## src/design/plist_pkg.sv

```systemverilog
`timescale 1ns / 1ps

package plist_pkg;

  localparam int CAPACITY_DEF = 32;

  localparam int CMD_W = 3;
  localparam int VAL_W = 32;
  localparam int POS_W = 8;
  localparam int ST_W  = 2;
  localparam int LEN_W = 7;

  localparam logic [CMD_W-1:0] CMD_INS_FIRST = 3'd0;
  localparam logic [CMD_W-1:0] CMD_INS_LAST  = 3'd1;
  localparam logic [CMD_W-1:0] CMD_INS_POS   = 3'd2;
  localparam logic [CMD_W-1:0] CMD_DEL_FIRST = 3'd3;
  localparam logic [CMD_W-1:0] CMD_DEL_LAST  = 3'd4;
  localparam logic [CMD_W-1:0] CMD_DEL_POS   = 3'd5;
  localparam logic [CMD_W-1:0] CMD_DISPLAY   = 3'd6;
  localparam logic [CMD_W-1:0] CMD_COUNT     = 3'd7;

  localparam logic [ST_W-1:0] ST_OK     = 2'd0;
  localparam logic [ST_W-1:0] ST_BADPOS = 2'd1;
  localparam logic [ST_W-1:0] ST_FULL   = 2'd2;
  localparam logic [ST_W-1:0] ST_EMPTY  = 2'd3;

  // controller -> datapath
  typedef struct packed {
    logic             load;       // latch item, status and sweep setup
    logic             up;         // entries move toward the back
    logic [LEN_W-1:0] idx;
    logic [LEN_W-1:0] ra;
    logic [LEN_W-1:0] n;
    logic [ST_W-1:0]  st;
    logic             shift;
    logic             rd;
    logic             put;
    logic             drop;
    logic             emit_elem;
    logic             emit_stat;
  } dp_ctl_t;

  // datapath -> controller
  typedef struct packed {
    logic [LEN_W-1:0] count;
    logic             shift_done;
    logic             more;
    logic             out_free;
  } dp_stat_t;

endpackage

```

## src/design/plist_if.sv

```systemverilog
`timescale 1ns / 1ps

interface plist_req_if import plist_pkg::*; ();
  logic                    valid;
  logic                    ready;
  logic [CMD_W-1:0]        cmd;
  logic signed [VAL_W-1:0] item_value;
  logic [POS_W-1:0]        position;

  modport source (output valid, cmd, item_value, position, input ready);
  modport sink   (input valid, cmd, item_value, position, output ready);
endinterface

interface plist_rsp_if import plist_pkg::*; ();
  logic                    valid;
  logic                    ready;
  logic [ST_W-1:0]         status;
  logic signed [VAL_W-1:0] out_value;
  logic [LEN_W-1:0]        length;
  logic                    last;

  modport source (output valid, status, out_value, length, last, input ready);
  modport sink   (input valid, status, out_value, length, last, output ready);
endinterface

```

## src/design/plist_ctrl.sv

```systemverilog
`timescale 1ns / 1ps

module plist_ctrl import plist_pkg::*; #(
  parameter int CAPACITY = CAPACITY_DEF
) (
  input  logic             clk,
  input  logic             rst,
  input  logic             req_valid,
  input  logic [CMD_W-1:0] req_cmd,
  input  logic [POS_W-1:0] req_pos,
  output logic             req_ready,
  input  dp_stat_t         stat,
  output dp_ctl_t          ctl
);

  localparam logic [2:0] S_IDLE     = 3'd0;
  localparam logic [2:0] S_SHIFT    = 3'd1;
  localparam logic [2:0] S_DISP_RD  = 3'd2;
  localparam logic [2:0] S_DISP_OUT = 3'd3;
  localparam logic [2:0] S_RESP     = 3'd4;

  logic [2:0] state, state_next;
  logic       is_ins, is_ins_next;

  logic [POS_W:0]   c_ext, p_ext;
  logic [LEN_W-1:0] c, pidx, ins_idx, del_idx;
  logic             full, empty, bad_ins, bad_del;

  assign c       = stat.count;
  assign c_ext   = (POS_W+1)'(c);
  assign p_ext   = (POS_W+1)'(req_pos);
  assign pidx    = LEN_W'(p_ext - 1'b1);
  assign full    = (c >= LEN_W'(CAPACITY));
  assign empty   = (c == '0);
  assign bad_ins = (req_pos == '0) || (p_ext > c_ext + 1'b1);
  assign bad_del = (req_pos == '0) || (p_ext > c_ext);

  always_comb begin
    case (req_cmd)
      CMD_INS_FIRST: ins_idx = '0;
      CMD_INS_LAST:  ins_idx = c;
      default:       ins_idx = pidx;
    endcase
    case (req_cmd)
      CMD_DEL_FIRST: del_idx = '0;
      CMD_DEL_LAST:  del_idx = c - 1'b1;
      default:       del_idx = pidx;
    endcase
  end

  assign req_ready = (state == S_IDLE);

  always_comb begin
    state_next  = state;
    is_ins_next = is_ins;
    ctl         = '0;
    ctl.st      = ST_OK;
    case (state)
      S_IDLE: begin
        if (req_valid) begin
          ctl.load   = 1'b1;
          state_next = S_RESP;
          case (req_cmd) inside
            CMD_INS_FIRST, CMD_INS_LAST, CMD_INS_POS: begin
              if (req_cmd == CMD_INS_POS && bad_ins) begin
                ctl.st = ST_BADPOS;
              end else if (full) begin
                ctl.st = ST_FULL;
              end else begin
                ctl.up      = 1'b1;
                ctl.idx     = ins_idx;
                ctl.ra      = c - 1'b1;
                ctl.n       = c - ins_idx;
                is_ins_next = 1'b1;
                state_next  = S_SHIFT;
              end
            end
            CMD_DEL_FIRST, CMD_DEL_LAST, CMD_DEL_POS: begin
              if (empty) begin
                ctl.st = ST_EMPTY;
              end else if (req_cmd == CMD_DEL_POS && bad_del) begin
                ctl.st = ST_BADPOS;
              end else begin
                ctl.up      = 1'b0;
                ctl.idx     = del_idx;
                ctl.ra      = del_idx + 1'b1;
                ctl.n       = c - 1'b1 - del_idx;
                is_ins_next = 1'b0;
                state_next  = S_SHIFT;
              end
            end
            CMD_DISPLAY: begin
              if (!empty) begin
                ctl.ra     = '0;
                ctl.n      = c;
                state_next = S_DISP_RD;
              end
            end
            default: begin
            end
          endcase
        end
      end
      S_SHIFT: begin
        ctl.shift = 1'b1;
        if (stat.shift_done) begin
          ctl.put    = is_ins;
          ctl.drop   = !is_ins;
          state_next = S_RESP;
        end
      end
      S_DISP_RD: begin
        ctl.rd     = 1'b1;
        state_next = S_DISP_OUT;
      end
      S_DISP_OUT: begin
        if (stat.out_free) begin
          ctl.emit_elem = 1'b1;
          // fetch the next element while this one goes out
          if (stat.more) begin
            ctl.rd = 1'b1;
          end else begin
            state_next = S_IDLE;
          end
        end
      end
      S_RESP: begin
        if (stat.out_free) begin
          ctl.emit_stat = 1'b1;
          state_next    = S_IDLE;
        end
      end
      default: begin
        state_next = S_IDLE;
      end
    endcase
  end

  always_ff @(posedge clk) begin
    if (rst) begin
      state  <= S_IDLE;
      is_ins <= 1'b0;
    end else begin
      state  <= state_next;
      is_ins <= is_ins_next;
    end
  end

endmodule

```

## src/design/plist_dp.sv

```systemverilog
`timescale 1ns / 1ps

module plist_dp import plist_pkg::*; #(
  parameter int CAPACITY = CAPACITY_DEF
) (
  input  logic                    clk,
  input  logic                    rst,
  input  logic signed [VAL_W-1:0] item_value,
  input  dp_ctl_t                 ctl,
  output dp_stat_t                stat,
  plist_rsp_if.source             result
);

  localparam int AW = $clog2(CAPACITY);

  logic [VAL_W-1:0] mem [CAPACITY];

  logic [LEN_W-1:0] count, n;
  logic [AW-1:0]    ra, wa, idx;
  logic             up, rv, out_valid;
  logic [ST_W-1:0]  st;
  logic [VAL_W-1:0] value, rdata;
  logic             rd_en;

  assign rd_en = ctl.rd || (ctl.shift && n != '0);

  assign stat.count      = count;
  assign stat.shift_done = (n == '0) && !rv;
  assign stat.more       = (n != '0);
  assign stat.out_free   = !out_valid || result.ready;

  assign result.valid = out_valid;

  // store: one read and one write port; a moved entry is written back
  // the cycle after its read
  always_ff @(posedge clk) begin
    if (rd_en) begin
      rdata <= mem[ra];
    end
    if (rv) begin
      mem[wa] <= rdata;
    end else if (ctl.put) begin
      mem[idx] <= value;
    end
  end

  always_ff @(posedge clk) begin
    if (ctl.load) begin
      value <= item_value;
      st    <= ctl.st;
      up    <= ctl.up;
      idx   <= ctl.idx[AW-1:0];
      ra    <= ctl.ra[AW-1:0];
      n     <= ctl.n;
    end else if (rd_en) begin
      ra <= up ? ra - 1'b1 : ra + 1'b1;
      wa <= up ? ra + 1'b1 : ra - 1'b1;
      n  <= n - 1'b1;
    end
    if (ctl.emit_elem) begin
      result.status    <= ST_OK;
      result.out_value <= rdata;
      result.length    <= count;
      result.last      <= (n == '0);
    end else if (ctl.emit_stat) begin
      result.status    <= st;
      result.out_value <= '0;
      result.length    <= count;
      result.last      <= 1'b1;
    end
  end

  always_ff @(posedge clk) begin
    if (rst) begin
      count     <= '0;
      rv        <= 1'b0;
      out_valid <= 1'b0;
    end else begin
      rv <= ctl.shift && (n != '0);
      if (ctl.put) begin
        count <= count + 1'b1;
      end else if (ctl.drop) begin
        count <= count - 1'b1;
      end
      if (ctl.emit_elem || ctl.emit_stat) begin
        out_valid <= 1'b1;
      end else if (result.ready) begin
        out_valid <= 1'b0;
      end
    end
  end

  a_count_bound: assert property (@(posedge clk) disable iff (rst)
    count <= LEN_W'(CAPACITY))
    else $error("list length above capacity");

  a_put_room: assert property (@(posedge clk) disable iff (rst)
    ctl.put |-> (count < LEN_W'(CAPACITY)) && !rv)
    else $error("insert into full store or during write-back");

  a_drop_nonempty: assert property (@(posedge clk) disable iff (rst)
    ctl.drop |-> count != '0)
    else $error("delete from empty list");

  a_emit_free: assert property (@(posedge clk) disable iff (rst)
    (ctl.emit_elem || ctl.emit_stat) |-> (!out_valid || result.ready))
    else $error("result overwritten before transfer");

  a_count_hold: assert property (@(posedge clk) disable iff (rst)
    (!$past(ctl.put) && !$past(ctl.drop) && !$past(rst)) |-> $stable(count))
    else $error("length changed without insert or delete");

endmodule

```

## src/design/positional_list_engine_top.sv

```systemverilog
`timescale 1ns / 1ps

// Channel   Modport  Payload                             Transfer
// request   sink     cmd, item_value, position           valid && ready
// result    source   status, out_value, length, last     valid && ready
//
// One command at a time. Insert/delete moves its m entries one entry per cycle
// through the single read and write port of the store, then gives its result.
// Display: one element per cycle while the result channel is not stalled.
// rst is synchronous and clears the length; store contents are not cleared.
// A stalled result holds; the next request is taken while it waits.

module positional_list_engine_top import plist_pkg::*; #(
  parameter int CAPACITY = CAPACITY_DEF
) (
  input logic       clk,
  input logic       rst,
  plist_req_if.sink request,
  plist_rsp_if.source result
);

  dp_ctl_t  ctl;
  dp_stat_t stat;
  logic     ready;

  assign request.ready = ready;

  plist_ctrl #(.CAPACITY(CAPACITY)) u_ctrl (
    .clk       (clk),
    .rst       (rst),
    .req_valid (request.valid),
    .req_cmd   (request.cmd),
    .req_pos   (request.position),
    .req_ready (ready),
    .stat      (stat),
    .ctl       (ctl)
  );

  plist_dp #(.CAPACITY(CAPACITY)) u_dp (
    .clk        (clk),
    .rst        (rst),
    .item_value (request.item_value),
    .ctl        (ctl),
    .stat       (stat),
    .result     (result)
  );

endmodule

```

## src/flat_wrapper.sv

```systemverilog
// flat-port wrapper written by rule: the top's interface ports become plain ports
module positional_list_engine_top_flat import plist_pkg::*;
#(
  parameter int CAPACITY = CAPACITY_DEF
)
  (clk, rst, request_valid, request_cmd, request_item_value, request_position, request_ready, result_valid, result_status, result_out_value, result_length, result_last, result_ready);
  plist_req_if request_i ();
  plist_rsp_if result_i ();
  input logic clk;
  input logic rst;
  input wire logic [$bits(request_i.valid)-1:0] request_valid;
  input wire logic [$bits(request_i.cmd)-1:0] request_cmd;
  input wire logic [$bits(request_i.item_value)-1:0] request_item_value;
  input wire logic [$bits(request_i.position)-1:0] request_position;
  output wire logic [$bits(request_i.ready)-1:0] request_ready;
  output wire logic [$bits(result_i.valid)-1:0] result_valid;
  output wire logic [$bits(result_i.status)-1:0] result_status;
  output wire logic [$bits(result_i.out_value)-1:0] result_out_value;
  output wire logic [$bits(result_i.length)-1:0] result_length;
  output wire logic [$bits(result_i.last)-1:0] result_last;
  input wire logic [$bits(result_i.ready)-1:0] result_ready;
  assign request_i.valid = request_valid;
  assign request_i.cmd = request_cmd;
  assign request_i.item_value = request_item_value;
  assign request_i.position = request_position;
  assign request_ready = request_i.ready;
  assign result_valid = result_i.valid;
  assign result_status = result_i.status;
  assign result_out_value = result_i.out_value;
  assign result_length = result_i.length;
  assign result_last = result_i.last;
  assign result_i.ready = result_ready;
  positional_list_engine_top #(.CAPACITY(CAPACITY)) u_core (.clk(clk), .rst(rst), .request(request_i), .result(result_i));
endmodule
```

## config.mk

```make
export PLATFORM = sky130hd
export DESIGN_NAME = positional_list_engine_top_flat
export DESIGN_NICKNAME = d
export VERILOG_FILES = /design/src/design/plist_pkg.sv /design/src/design/plist_if.sv /design/src/design/plist_ctrl.sv /design/src/design/plist_dp.sv /design/src/design/positional_list_engine_top.sv /design/src/flat_wrapper.sv
export SDC_FILE = /design/constraint.sdc
export NUM_CORES = 1
export LEC_CHECK = 0
export BUFFER_PORTS_ARGS = -buffer_cell sky130_fd_sc_hd__clkbuf_2
export CORE_AREA = 4 4 286 288
export CTS_BUF_LIST = sky130_fd_sc_hd__clkbuf_4
export DETAILED_ROUTE_END_ITERATION = 6
export DIE_AREA = 0 0 290 292
export HOLD_SLACK_MARGIN = 0.05
export PLACE_DENSITY = 0.75
export REMOVE_ABC_BUFFERS = 1
export SLEW_MARGIN = 20
export SYNTH_ARGS = -nofsm -noshare
export SYNTH_HDL_FRONTEND = slang
export SYNTH_SLANG_ARGS = --single-unit
```

## constraint.sdc

```tcl
create_clock -name clk -period 5.5 [get_ports clk]
set_input_delay 0.55 -clock clk [delete_from_list [all_inputs] [get_ports clk]]
set_output_delay 0.55 -clock clk [all_outputs]
set_load 0.01 [all_outputs]
```

==> flow_summary_export.csv, run 1 <==
group,metric,value,unit
detailed_routing,postRouteWirelength,114,mm
die,dieArea,0.0847,mm²
final_layout,fin_cells,3894,
synthesis,avgSynthCellArea,20.8,µm²
die,io_pins,91,
detailed_routing,drtIter0Drc,3318,
timing,holdWs,160,ps
pwr,pwr-share-comb,11.6,%
synthesis,async_flop_share,0,%
worst_setup_path,cpPeakStageDelay,850,ps
die,dieWidth,290,µm
clock_tree,clkSinkCount,1168,
synthesis,yosysWarnings,0,
timing,period_share,75.9,%
clock_tree,post_cts_buffers,0,
worst_setup_path,critPathLaunchType,"flop",
clock_tree,cts_tree,"yes",
placed_design,hpwlAfterDp,68.3,mm
pwr,peakVddDrop,0.232,mV
synthesis,synth_edf_count,1153,
global_route,grt_pass1_wl,169,mm
detailed_routing,drc,1,
clock_tree,cts_max_path_buffers,4,
placed_design,place_congestion,0.883,
clock_tree,post_cts_resized,0,
min_path,min_path_cells,2,
final_layout,drive_above_1_share,35.5,%
synthesis,synth_top_cell_by_area,"edfxtp_1",
worst_setup_path,cp.arrival,4960,ps
synthesis,synthTopCellsByArea,"edfxtp_1 (74%), mux4_2 (15%), nand2_1 (1.1%)",
status,violations,"DRC",
detailed_routing,avgRoutedWirePerCell,29.3,µm
timing,finalCriticalPeriod,4170,ps
timing,relSlewSlack,22.1,%
status,status,"finished with violations",
detailed_routing,via_per_inst,6.43,
worst_setup_path,crit_family,"simple AND/OR/NAND/NOR gates",
worst_setup_path,cp_max_fo,24,
timing,worst_slew_pin_slew,1170,ps
pwr,power_frac_seq,51.7,%
die,num_rows,103,
pwr,power.leakage,17.3,nW
pwr,p_per_area,363,mW/mm²
worst_setup_path,worstPathRequired,6290,ps
detailed_routing,drtPass1Iterations,7,
synthesis,syn_inst,2237,
timing,slew_viol_final,0,
pwr,clkPwrFrac,36.7,%
die,start_util,59.0,%
synthesis,yosysTopAreaCellShare,74.4,%
min_path,hold_end,"u_core.u_dp.value[24]",
placed_design,port_buffers,90,
timing,max_freq,240,MHz
synthesis,ys_seq_area_share,75.0,%
final_layout,nNetsFinal,2732,
timing,skew,111,ps
worst_setup_path,crit_type,"reg2reg",
pwr,p_int,0.0146,W
global_route,antenna_found_initial,4,
final_layout,utilization,67.2,%
worst_setup_path,r2r_start,"u_core.u_ctrl.state[0]",
final_layout,area_growth_syn_to_layout,13.9,%
worst_setup_path,worst-path-buf-inv,2,
worst_setup_path,crit_top_cell,"buf_4",
worst_setup_path,cp-end-kind,"flop",
clock_tree,cts_made_buffers,306,
min_path,worstHoldPathType,"in2reg",
flow_run,max_cap_viol_count,0,
pwr,finalPower,0.0193,W
clock_tree,clk_pin_slew,60,ps
global_route,grt_pass1_vias,25400,
synthesis,netlist_area,0.0466,mm²
detailed_routing,ant_nets,0,
global_route,grt_overflow,0,
clock_tree,cts_root_buf,"clkbuf_4",
timing,setup_viol,0,
timing,hold_viol,0,
pwr,p_sw,0.00466,W
clock_tree,htree_num_levels,5,
synthesis,synth-seq-cells,1168,
synthesis,ys_types,71,
worst_setup_path,r2r_slack,1330,ps
detailed_routing,num_vias,25000,
synthesis,ys.flop_type,"edfxtp_1",
worst_setup_path,reg2reg_to,"u_core.u_dp.mem[13][30]",
placed_design,dp_cells,3341,
worst_setup_path,worstPathCellList,"nor4b_1 -> nand4_1 -> buf_4 -> or3b_2 -> o31ai_1 -> nand2_1 -> nor2_4 -> buf_4",
worst_setup_path,rr_worst_depth,8,
die,die_h,292,µm
timing,tns,0,ps
clock_tree,clk_latency,1110,ps
final_layout,nFillCells,4986,
pwr,p_sw_share,24.2,%
global_route,track_usage,27.2,%
die,coreArea,0.0789,mm²
timing,rsz0062_at_grt,"false",
worst_setup_path,cp_slowest_cell,"nor2_4",
global_route,grt_max_degree,134,
min_path,worstHoldStart,"request_item_value[24]",
worst max-delay path by stage:
stage	start	to	slack [ps]	depth (start not counted)
2_1_floorplan	u_core.u_dp.ra[0]	u_core.u_dp.rdata[0]	-6110	3
3_3_place_gp	u_core.u_ctrl.state[0]	u_core.u_dp.mem[13][14]	1570	8
3_5_place_dp	u_core.u_ctrl.state[0]	u_core.u_dp.mem[13][30]	1420	8
4_1_cts	u_core.u_ctrl.state[0]	u_core.u_dp.mem[9][25]	1410	7
5_1_grt	u_core.u_ctrl.state[0]	u_core.u_dp.mem[13][8]	1230	8
6_report	u_core.u_ctrl.state[0]	u_core.u_dp.mem[13][30]	1330	8
cell families after synthesis:
group	synth area share, %
buf+inv	1.25
fa+ha+maj	1.03
compound gates	2.21
mux	16.4
simple gates	3.51
flops	75.0
xor+xnor	0.621
cells in the final DEF (no fill, tap or decap), types with 7 or more instances in the layout:
cell and n:
o21ai_0 20, a31oi_1 11, edfxtp_1 1153, buf_4 68
a22oi_1 9, a21oi_1 37, clkbuf_4 406, xor2_1 8
nor2_1 40, and2_1 33, nor2_4 34, clkinv_1 78
nor3_1 15, nand2_1 135, o22ai_1 8, dlygate4sd3_1 44
dfxtp_1 15, inv_1 37, mux2_2 33, o211ai_1 9
mux4_2 320, inv_2 7, nor2b_1 10, nand3_1 13
buf_12 9, clkbuf_2 90, ha_1 35, a221oi_1 8
xnor2_1 25
state kept, by name, indices dropped and copies added, names as in the netlist:
signal                        cells
u_core.u_dp.value                32
u_core.u_dp.result.out_value     32
u_core.u_dp.rv                    1
u_core.u_dp.rdata                32
u_core.u_dp.result.status         2
u_core.u_dp.st                    2
u_core.u_dp.mem                1024
u_core.u_dp.result.valid          1
u_core.u_dp.result.length         7
u_core.u_dp.result.last           1
u_core.u_dp.idx                   5
u_core.u_dp.n                     7
u_core.u_dp.count                 7
u_core.u_ctrl.is_ins              1
u_core.u_dp.wa                    5
u_core.u_dp.ra                    5
u_core.u_dp.up                    1
u_core.u_ctrl.state               3
synth_stat cells (all sizes together) (4+ instances only):
master / n
o21ai: 20
o211ai: 9
or3: 5
o22ai: 8
o21a: 4
mux2: 33
xor2: 8
nor4: 5
xnor2: 25
a21oi: 39
nand3b: 5
o221ai: 6
nor3: 15
and3: 5
nor4b: 4
nand2b: 5
a31oi: 13
clkbuf: 88
mux2i: 5
dfxtp: 15
nor2b: 10
a211oi: 7
o31ai: 4
a22oi: 9
and2: 33
a21o: 4
edfxtp: 1153
mux4: 320
nand4: 6
ha: 35
nor2: 74
a221oi: 8
nand2: 137
nand3: 13
buf: 24
inv: 37
stage by stage:
| step | worst slack, ps | cell area, µm² |
|---|---|---|
| global placement | 1570 | 48800 |
| global route | 1230 | 53000 |
| CTS | 1410 | 52900 |
| detailed placement | 1420 | 48900 |
| finish | 1330 | 53000 |
| floorplan | -6110 | 46100 |
power groups by stage:
stage	Combinational (W)	Sequential (W)	Clock [W]
after global placement	0.00218	0.0101	0
after floorplan	0.00162	0.0104	0
after CTS	0.00224	0.00995	0.00718
after detailed placement	0.00220	0.0101	0
after global routing	0.00236	0.00995	0.00778
final	0.00224	0.00995	0.00706
area by class of cell:
type	count	area (µm²)	share of cell area, %
sequential	1168	34900	65.8
multi-input combinational	918	11400	21.4
tap	1050	1310	2.48
clock inverter	96	528	0.996
timing repair buffer	216	1720	3.24
clock buffer	406	3050	5.75
inverter	38	143	0.269
antenna	2	5.00	0.00944
per-layer routing:
metal / wire length [µm] / part of all wire (%) / global-route usage (%)
met1: 42900 / 38 / 38.5
met2: 55200 / 48 / 42.1
met3: 13400 / 12 / 7.99
met4: 2580 / 2.3 / 8.35
met5: 21 / 0.018 / 0
timing repair:
| action | CTS | global route |
|---|---|---|
| hold buffers | 44 | 0 |
| hold endpoints to repair | 47 | 0 |
| endpoints found under the setup margin | 0 | 0 |
Power figures use the tool's default switching activity.
==> run 2: changes to the inputs <==
--- a/config.mk
+++ b/config.mk
@@ -11,7 +11,7 @@
 export DETAILED_ROUTE_END_ITERATION = 6
 export DIE_AREA = 0 0 290 292
 export HOLD_SLACK_MARGIN = 0.05
-export PLACE_DENSITY = 0.75
+export PLACE_DENSITY = 0.78
 export REMOVE_ABC_BUFFERS = 1
 export SLEW_MARGIN = 20
 export SYNTH_ARGS = -nofsm -noshare
==> constraint.sdc (replaced) <==
create_clock -name clk -period 3.6 [get_ports clk]
set_input_delay 0.36 -clock clk [delete_from_list [all_inputs] [get_ports clk]]
set_output_delay 0.36 -clock clk [all_outputs]
set_load 0.01 [all_outputs]
==> flow_summary_export.csv, run 2 (synthesized netlist as in run 1, its figures left out) <==
group,metric,value,unit
detailed_routing,avgRoutedWirePerCell,31.1,µm
timing,slew_viol_final,0,
detailed_routing,drtPass1Iterations,5,
timing,finalCriticalPeriod,3330,ps
clock_tree,htree_num_levels,5,
worst_setup_path,r2r_slack,270,ps
final_layout,largest_reg_flops,1024,
final_layout,layout_common_cells,"edfxtp_1 (1153), clkbuf_4 (404), mux4_2 (320), nand2_1 (137), buf_4 (92)",
timing,max_freq,301,MHz
pwr,peakVddDrop,0.345,mV
pwr,p_sw,0.00701,W
detailed_routing,num_vias,25900,
detailed_routing,drtIter0Drc,3224,
pwr,p_int,0.0222,W
die,start_util,59.0,%
clock_tree,cts_max_path_buffers,4,
global_route,track_usage,29.6,%
placed_design,place_congestion,0.893,
pwr,clkPwrFrac,36.8,%
timing,skew,119,ps
min_path,worstHoldStart,"request_position[4]",
clock_tree,clk_latency,1120,ps
placed_design,port_buffers,90,
final_layout,layout_commonest_cell,"edfxtp_1",
global_route,grt_max_degree,90,
pwr,power_frac_seq,51.9,%
timing,period_share,92.4,%
pwr,finalPower,0.0293,W
worst_setup_path,reg2reg_to,"u_core.u_ctrl.is_ins",
clock_tree,cts_root_buf,"clkbuf_4",
worst_setup_path,worstPathRequired,4620,ps
global_route,grtUsageMet3,7.38,%
die,dieArea,0.0847,mm²
worst_setup_path,rr_worst_depth,11,
timing,setup_viol,0,
worst_setup_path,cp-startpoint,"u_core.u_dp.count[4]",
final_layout,fin_cells,3965,
final_layout,multi_input_comb_area,0.0113,mm²
global_route,gr-usage-met2,48.6,%
final_layout,nNetsFinal,2815,
worst_setup_path,cp-end-kind,"flop",
die,coreArea,0.0789,mm²
status,status,"complete, no violations",
die,die_h,292,µm
detailed_routing,via_per_inst,6.54,
final_layout,nFillCells,4809,
worst_setup_path,r2r_start,"u_core.u_dp.count[4]",
timing,rsz0062_at_grt,"false",
flow_run,max_cap_viol_count,0,
min_path,worstHoldPathType,"in2reg",
min_path,min_path_cells,5,
placed_design,dp_cells,3400,
pwr,power.leakage,17.8,nW
die,num_rows,103,
global_route,grtUsageMet1,38.7,%
pwr,p_sw_share,24.0,%
global_route,busiest_layer,"met2",
die,dieWidth,290,µm
worst_setup_path,cp_max_fo,7,
clock_tree,clkSinkCount,1168,
clock_tree,clk_pin_slew,60,ps
die,io_pins,91,
timing,worst_slew_pin_slew,1190,ps
final_layout,area_growth_syn_to_layout,16.1,%
timing,tns,0,ps
global_route,grt_pass1_wl,182,mm
final_layout,drive_above_1_share,36.7,%
detailed_routing,postRouteWirelength,123,mm
detailed_routing,drc,0,
timing,hold_viol,0,
timing,relSlewSlack,20.5,%
detailed_routing,ant_nets,0,
worst_setup_path,cp.arrival,4350,ps
clock_tree,cts_made_buffers,301,
placed_design,dp_slack,269,ps
pwr,pwr-share-comb,11.3,%
clock_tree,cts_tree,"yes",
global_route,antenna_found_initial,5,
global_route,grt_pass1_vias,27100,
global_route,grt_overflow,0,
placed_design,hpwlAfterDp,67.2,mm
final_layout,regMostFlops,"u_core.u_dp.mem",
final_layout,register_area,0.0349,mm²
worst_setup_path,critPathLaunchType,"flop",
worst_setup_path,crit_type,"reg2reg",
min_path,hold_end,"u_core.u_dp.idx[4]",
timing,layout_setup_ws,273,ps
pwr,p_per_area,541,mW/mm²
## run 2: changes by cell type in the layout (fill, tap and decap cells not counted), sizes merged
cell / delta
inv: +1
clkbuf: -2
buf: +56
dlygate4sd3: +32
diode: +1
clkinvlp: -1
bufinv: -1
clkinv: -15
## run 2: stage by stage
stage | hold WS (ps) | cell area (µm²) | util (%)
after floorplan | 429 | 46100 | -
final | 193 | 54000 | 68.5
after global placement | 485 | 49800 | 63.1
after global routing | 183 | 54000 | 68.5
after detailed placement | 489 | 49800 | 63.1
after CTS | 93.3 | 54000 | 68.5
## run 2: area by class of cell
cell class              count  share of cell area [%]
multi-input cells         918                    21.0
flip-flops and latches   1168                    64.6
well taps                1050                    2.43
diodes                      3                  0.0139
clock inverters            80                   0.836
clock buffers             404                    5.61
inverters                  38                   0.264
repair buffers            304                    5.22
## run 2: timing repair
action                     CTS  global route
hold endpoints to repair    72             0
setup buffers                0             2
hold buffers                76             0
setup endpoints to repair    0            49
resized for setup            0             2
## run 2: how the worst max path moves through the flow
stage	end	slack [ps]	cells past startpoint
finish	u_core.u_ctrl.is_ins	270	11
detailed placement	u_core.u_dp.mem[18][18]	270	9
global route	u_core.u_ctrl.is_ins	3	11
global placement	u_core.u_dp.n[6]	330	12
CTS	u_core.u_dp.mem[18][0]	110	9
floorplan	u_core.u_dp.rdata[0]	-8010	3
## run 2: critical path: stages (launching register included)
cell and delay (ps):
dfxtp_1 570, inv_1 180, nor3_1 370, xnor2_1 170, ha_1 270, a211o_1 260, a21oi_1 120, o211ai_1 170
nand2_1 170, o211ai_1 110, dlygate4sd3_1 590, a221oi_1 240
## run 2: metal layers
metal,up-vias,part of all wire (%)
li1,10400,-
met1,13200,34
met2,1998,51
met3,293,12
met4,0,3.7
met5,-,0
## run 2: power by group through the flow
stage                     sequential [W]  clock [W]  combinational, W
after global placement            0.0155          0           0.00313
after detailed placement          0.0155          0           0.00319
final                             0.0152     0.0108           0.00331
after floorplan                   0.0159          0           0.00248
after global routing              0.0152     0.0118           0.00350
after CTS                         0.0152     0.0108           0.00328
==> run 3: changes to the inputs <==
--- a/config.mk
+++ b/config.mk
@@ -6,14 +6,16 @@
 export NUM_CORES = 1
 export LEC_CHECK = 0
 export BUFFER_PORTS_ARGS = -buffer_cell sky130_fd_sc_hd__clkbuf_2
-export CORE_AREA = 4 4 286 288
+export CAP_MARGIN = 20
+export CORE_AREA = 4 4 288 290
 export CTS_BUF_LIST = sky130_fd_sc_hd__clkbuf_4
 export DETAILED_ROUTE_END_ITERATION = 6
-export DIE_AREA = 0 0 290 292
+export DIE_AREA = 0 0 292 294
 export HOLD_SLACK_MARGIN = 0.05
 export PLACE_DENSITY = 0.78
 export REMOVE_ABC_BUFFERS = 1
 export SLEW_MARGIN = 20
 export SYNTH_ARGS = -nofsm -noshare
 export SYNTH_HDL_FRONTEND = slang
+export SYNTH_HIERARCHICAL = 1
 export SYNTH_SLANG_ARGS = --single-unit
==> flow_summary_export.csv, run 3 <==
group,metric,value,unit
die,dieWidth,292,µm
placed_design,dp_slack,83.0,ps
pwr,p_per_area,548,mW/mm²
timing,period_share,93.9,%
die,num_rows,104,
status,status,"complete, no violations",
min_path,worstHoldPathType,"in2reg",
timing,tns,0,ps
detailed_routing,avgRoutedWirePerCell,27.9,µm
worst_setup_path,cp_max_fo,12,
worst_setup_path,crit_type,"reg2reg",
worst_setup_path,r2r_start,"u_core/u_dp/n[3]",
timing,slew_viol_final,0,
global_route,grt_pass1_vias,27300,
min_path,min_path_cells,4,
final_layout,fin_cells,4267,
clock_tree,cts_made_buffers,302,
global_route,grt_overflow,0,
clock_tree,cts_root_buf,"clkbuf_4",
worst_setup_path,reg2reg_to,"u_core/u_dp/count[6]",
placed_design,port_buffers,90,
timing,finalCriticalPeriod,3380,ps
detailed_routing,ant_nets,0,
placed_design,hpwlAfterDp,67.2,mm
worst_setup_path,r2r_slack,220,ps
worst_setup_path,rr_worst_depth,10,
timing,max_freq,296,MHz
worst_setup_path,worstPathRequired,4540,ps
min_path,worstHoldStart,"request_position[6]",
synthesis,syn_inst,2564,
detailed_routing,via_per_inst,6.31,
detailed_routing,num_vias,26900,
global_route,grt_max_degree,87,
pwr,power.leakage,18.4,nW
final_layout,area_growth_syn_to_layout,14.4,%
placed_design,place_congestion,0.839,
placed_design,dp_cells,3710,
timing,worst_slew_pin_slew,1080,ps
timing,relSlewSlack,28.3,%
final_layout,nNetsFinal,3124,
final_layout,layout_commonest_cell,"edfxtp_1",
die,dieArea,0.0858,mm²
flow_run,max_cap_viol_count,0,
die,start_util,58.8,%
clock_tree,clk_latency,1090,ps
clock_tree,cts_tree,"yes",
final_layout,largest_reg_flops,1024,
clock_tree,htree_num_levels,5,
detailed_routing,drtPass1Iterations,6,
detailed_routing,drtIter0Drc,3273,
clock_tree,clkSinkCount,1168,
worst_setup_path,critPathLaunchType,"flop",
final_layout,drive_above_1_share,28.3,%
synthesis,netlist_area,0.0472,mm²
final_layout,layout_common_cells,"edfxtp_1 (1153), clkbuf_4 (417), mux2i_1 (265), mux4_2 (128), nand2_1 (114)",
worst_setup_path,cp-end-kind,"flop",
synthesis,yosysWarnings,6,
worst_setup_path,cp.arrival,4320,ps
die,die_h,294,µm
global_route,antenna_found_initial,3,
final_layout,nFillCells,5133,
die,coreArea,0.0803,mm²
pwr,peakVddDrop,0.400,mV
min_path,hold_end,"u_core/u_dp/st[0]",
die,io_pins,91,
clock_tree,cts_max_path_buffers,4,
timing,skew,100,ps
timing,setup_viol,0,
clock_tree,clk_pin_slew,70,ps
detailed_routing,drc,0,
synthesis,avgSynthCellArea,18.4,µm²
timing,hold_viol,0,
timing,layout_setup_ws,220,ps
global_route,track_usage,27.8,%
pwr,finalPower,0.0296,W
global_route,grt_pass1_wl,174,mm
detailed_routing,postRouteWirelength,119,mm
final_layout,regMostFlops,"u_core/u_dp/mem",
## run 3: through the flow
stage	cell area, µm²	utilization [%]	hold slack, ps
2_1_floorplan	46300	-	429
3_3_place_gp	49700	61.9	463
3_5_place_dp	49700	61.9	494
4_1_cts	53900	67.2	60.9
5_1_grt	54000	67.2	109
6_report	54000	67.2	145
## run 3: cell type report
| type | count | area [µm²] | area share (%) |
|---|---|---|---|
| antenna | 2 | 5.00 | 0.00928 |
| clock buffer | 417 | 3130 | 5.80 |
| clock inverter | 58 | 304 | 0.564 |
| inverter | 39 | 148 | 0.274 |
| multi-input combinational | 1227 | 11600 | 21.4 |
| sequential | 1168 | 34900 | 64.7 |
| tap | 1060 | 1330 | 2.46 |
| timing repair buffer | 296 | 2560 | 4.74 |
## run 3: timing repair
item                       in CTS  in global routing
resized for setup               0                  5
setup buffers                   0                  1
hold endpoints to repair       59                  0
hold buffers                   79                  0
setup endpoints to repair       0                 18
## run 3: where the power goes
part	switching (W)	internal [W]
combinational	0.00221	0.00152
clock	0.00491	0.00550
sequential	0.000144	0.0153
total	0.00727	0.0223
## run 3: worst max path at each step
| stage | slack [ps] | startpoint | end |
|---|---|---|---|
| 2_1_floorplan | -10130 | u_core/u_dp/ra[0] | u_core/u_dp/rdata[0] |
| 3_3_place_gp | 220 | u_core/u_dp/count[2] | u_core/u_dp/n[5] |
| 3_5_place_dp | 80 | u_core/u_dp/n[1] | u_core/u_dp/count[6] |
| 4_1_cts | 80 | u_core/u_dp/n[3] | u_core/u_dp/count[6] |
| 5_1_grt | -20 | u_core/u_dp/count[1] | u_core/u_ctrl/state[2] |
| 6_report | 220 | u_core/u_dp/n[3] | u_core/u_dp/count[6] |
## run 3: per-layer routing
layer	GRT usage (%)	share of wire, %
met1	37.2	37
met2	43.4	47
met3	8.16	12
met4	11.3	3.6
met5	0	0
## run 3: critical path, cell delays in order, from the launching register on
cell       delay [ps]
edfxtp_1          440
nor2_1            200
nand4b_1          220
nor2_1            210
and3_2            360
inv_1             200
fa_1              510
a211o_1           320
a2111oi_1         530
o31ai_1           140
nor3b_1           150
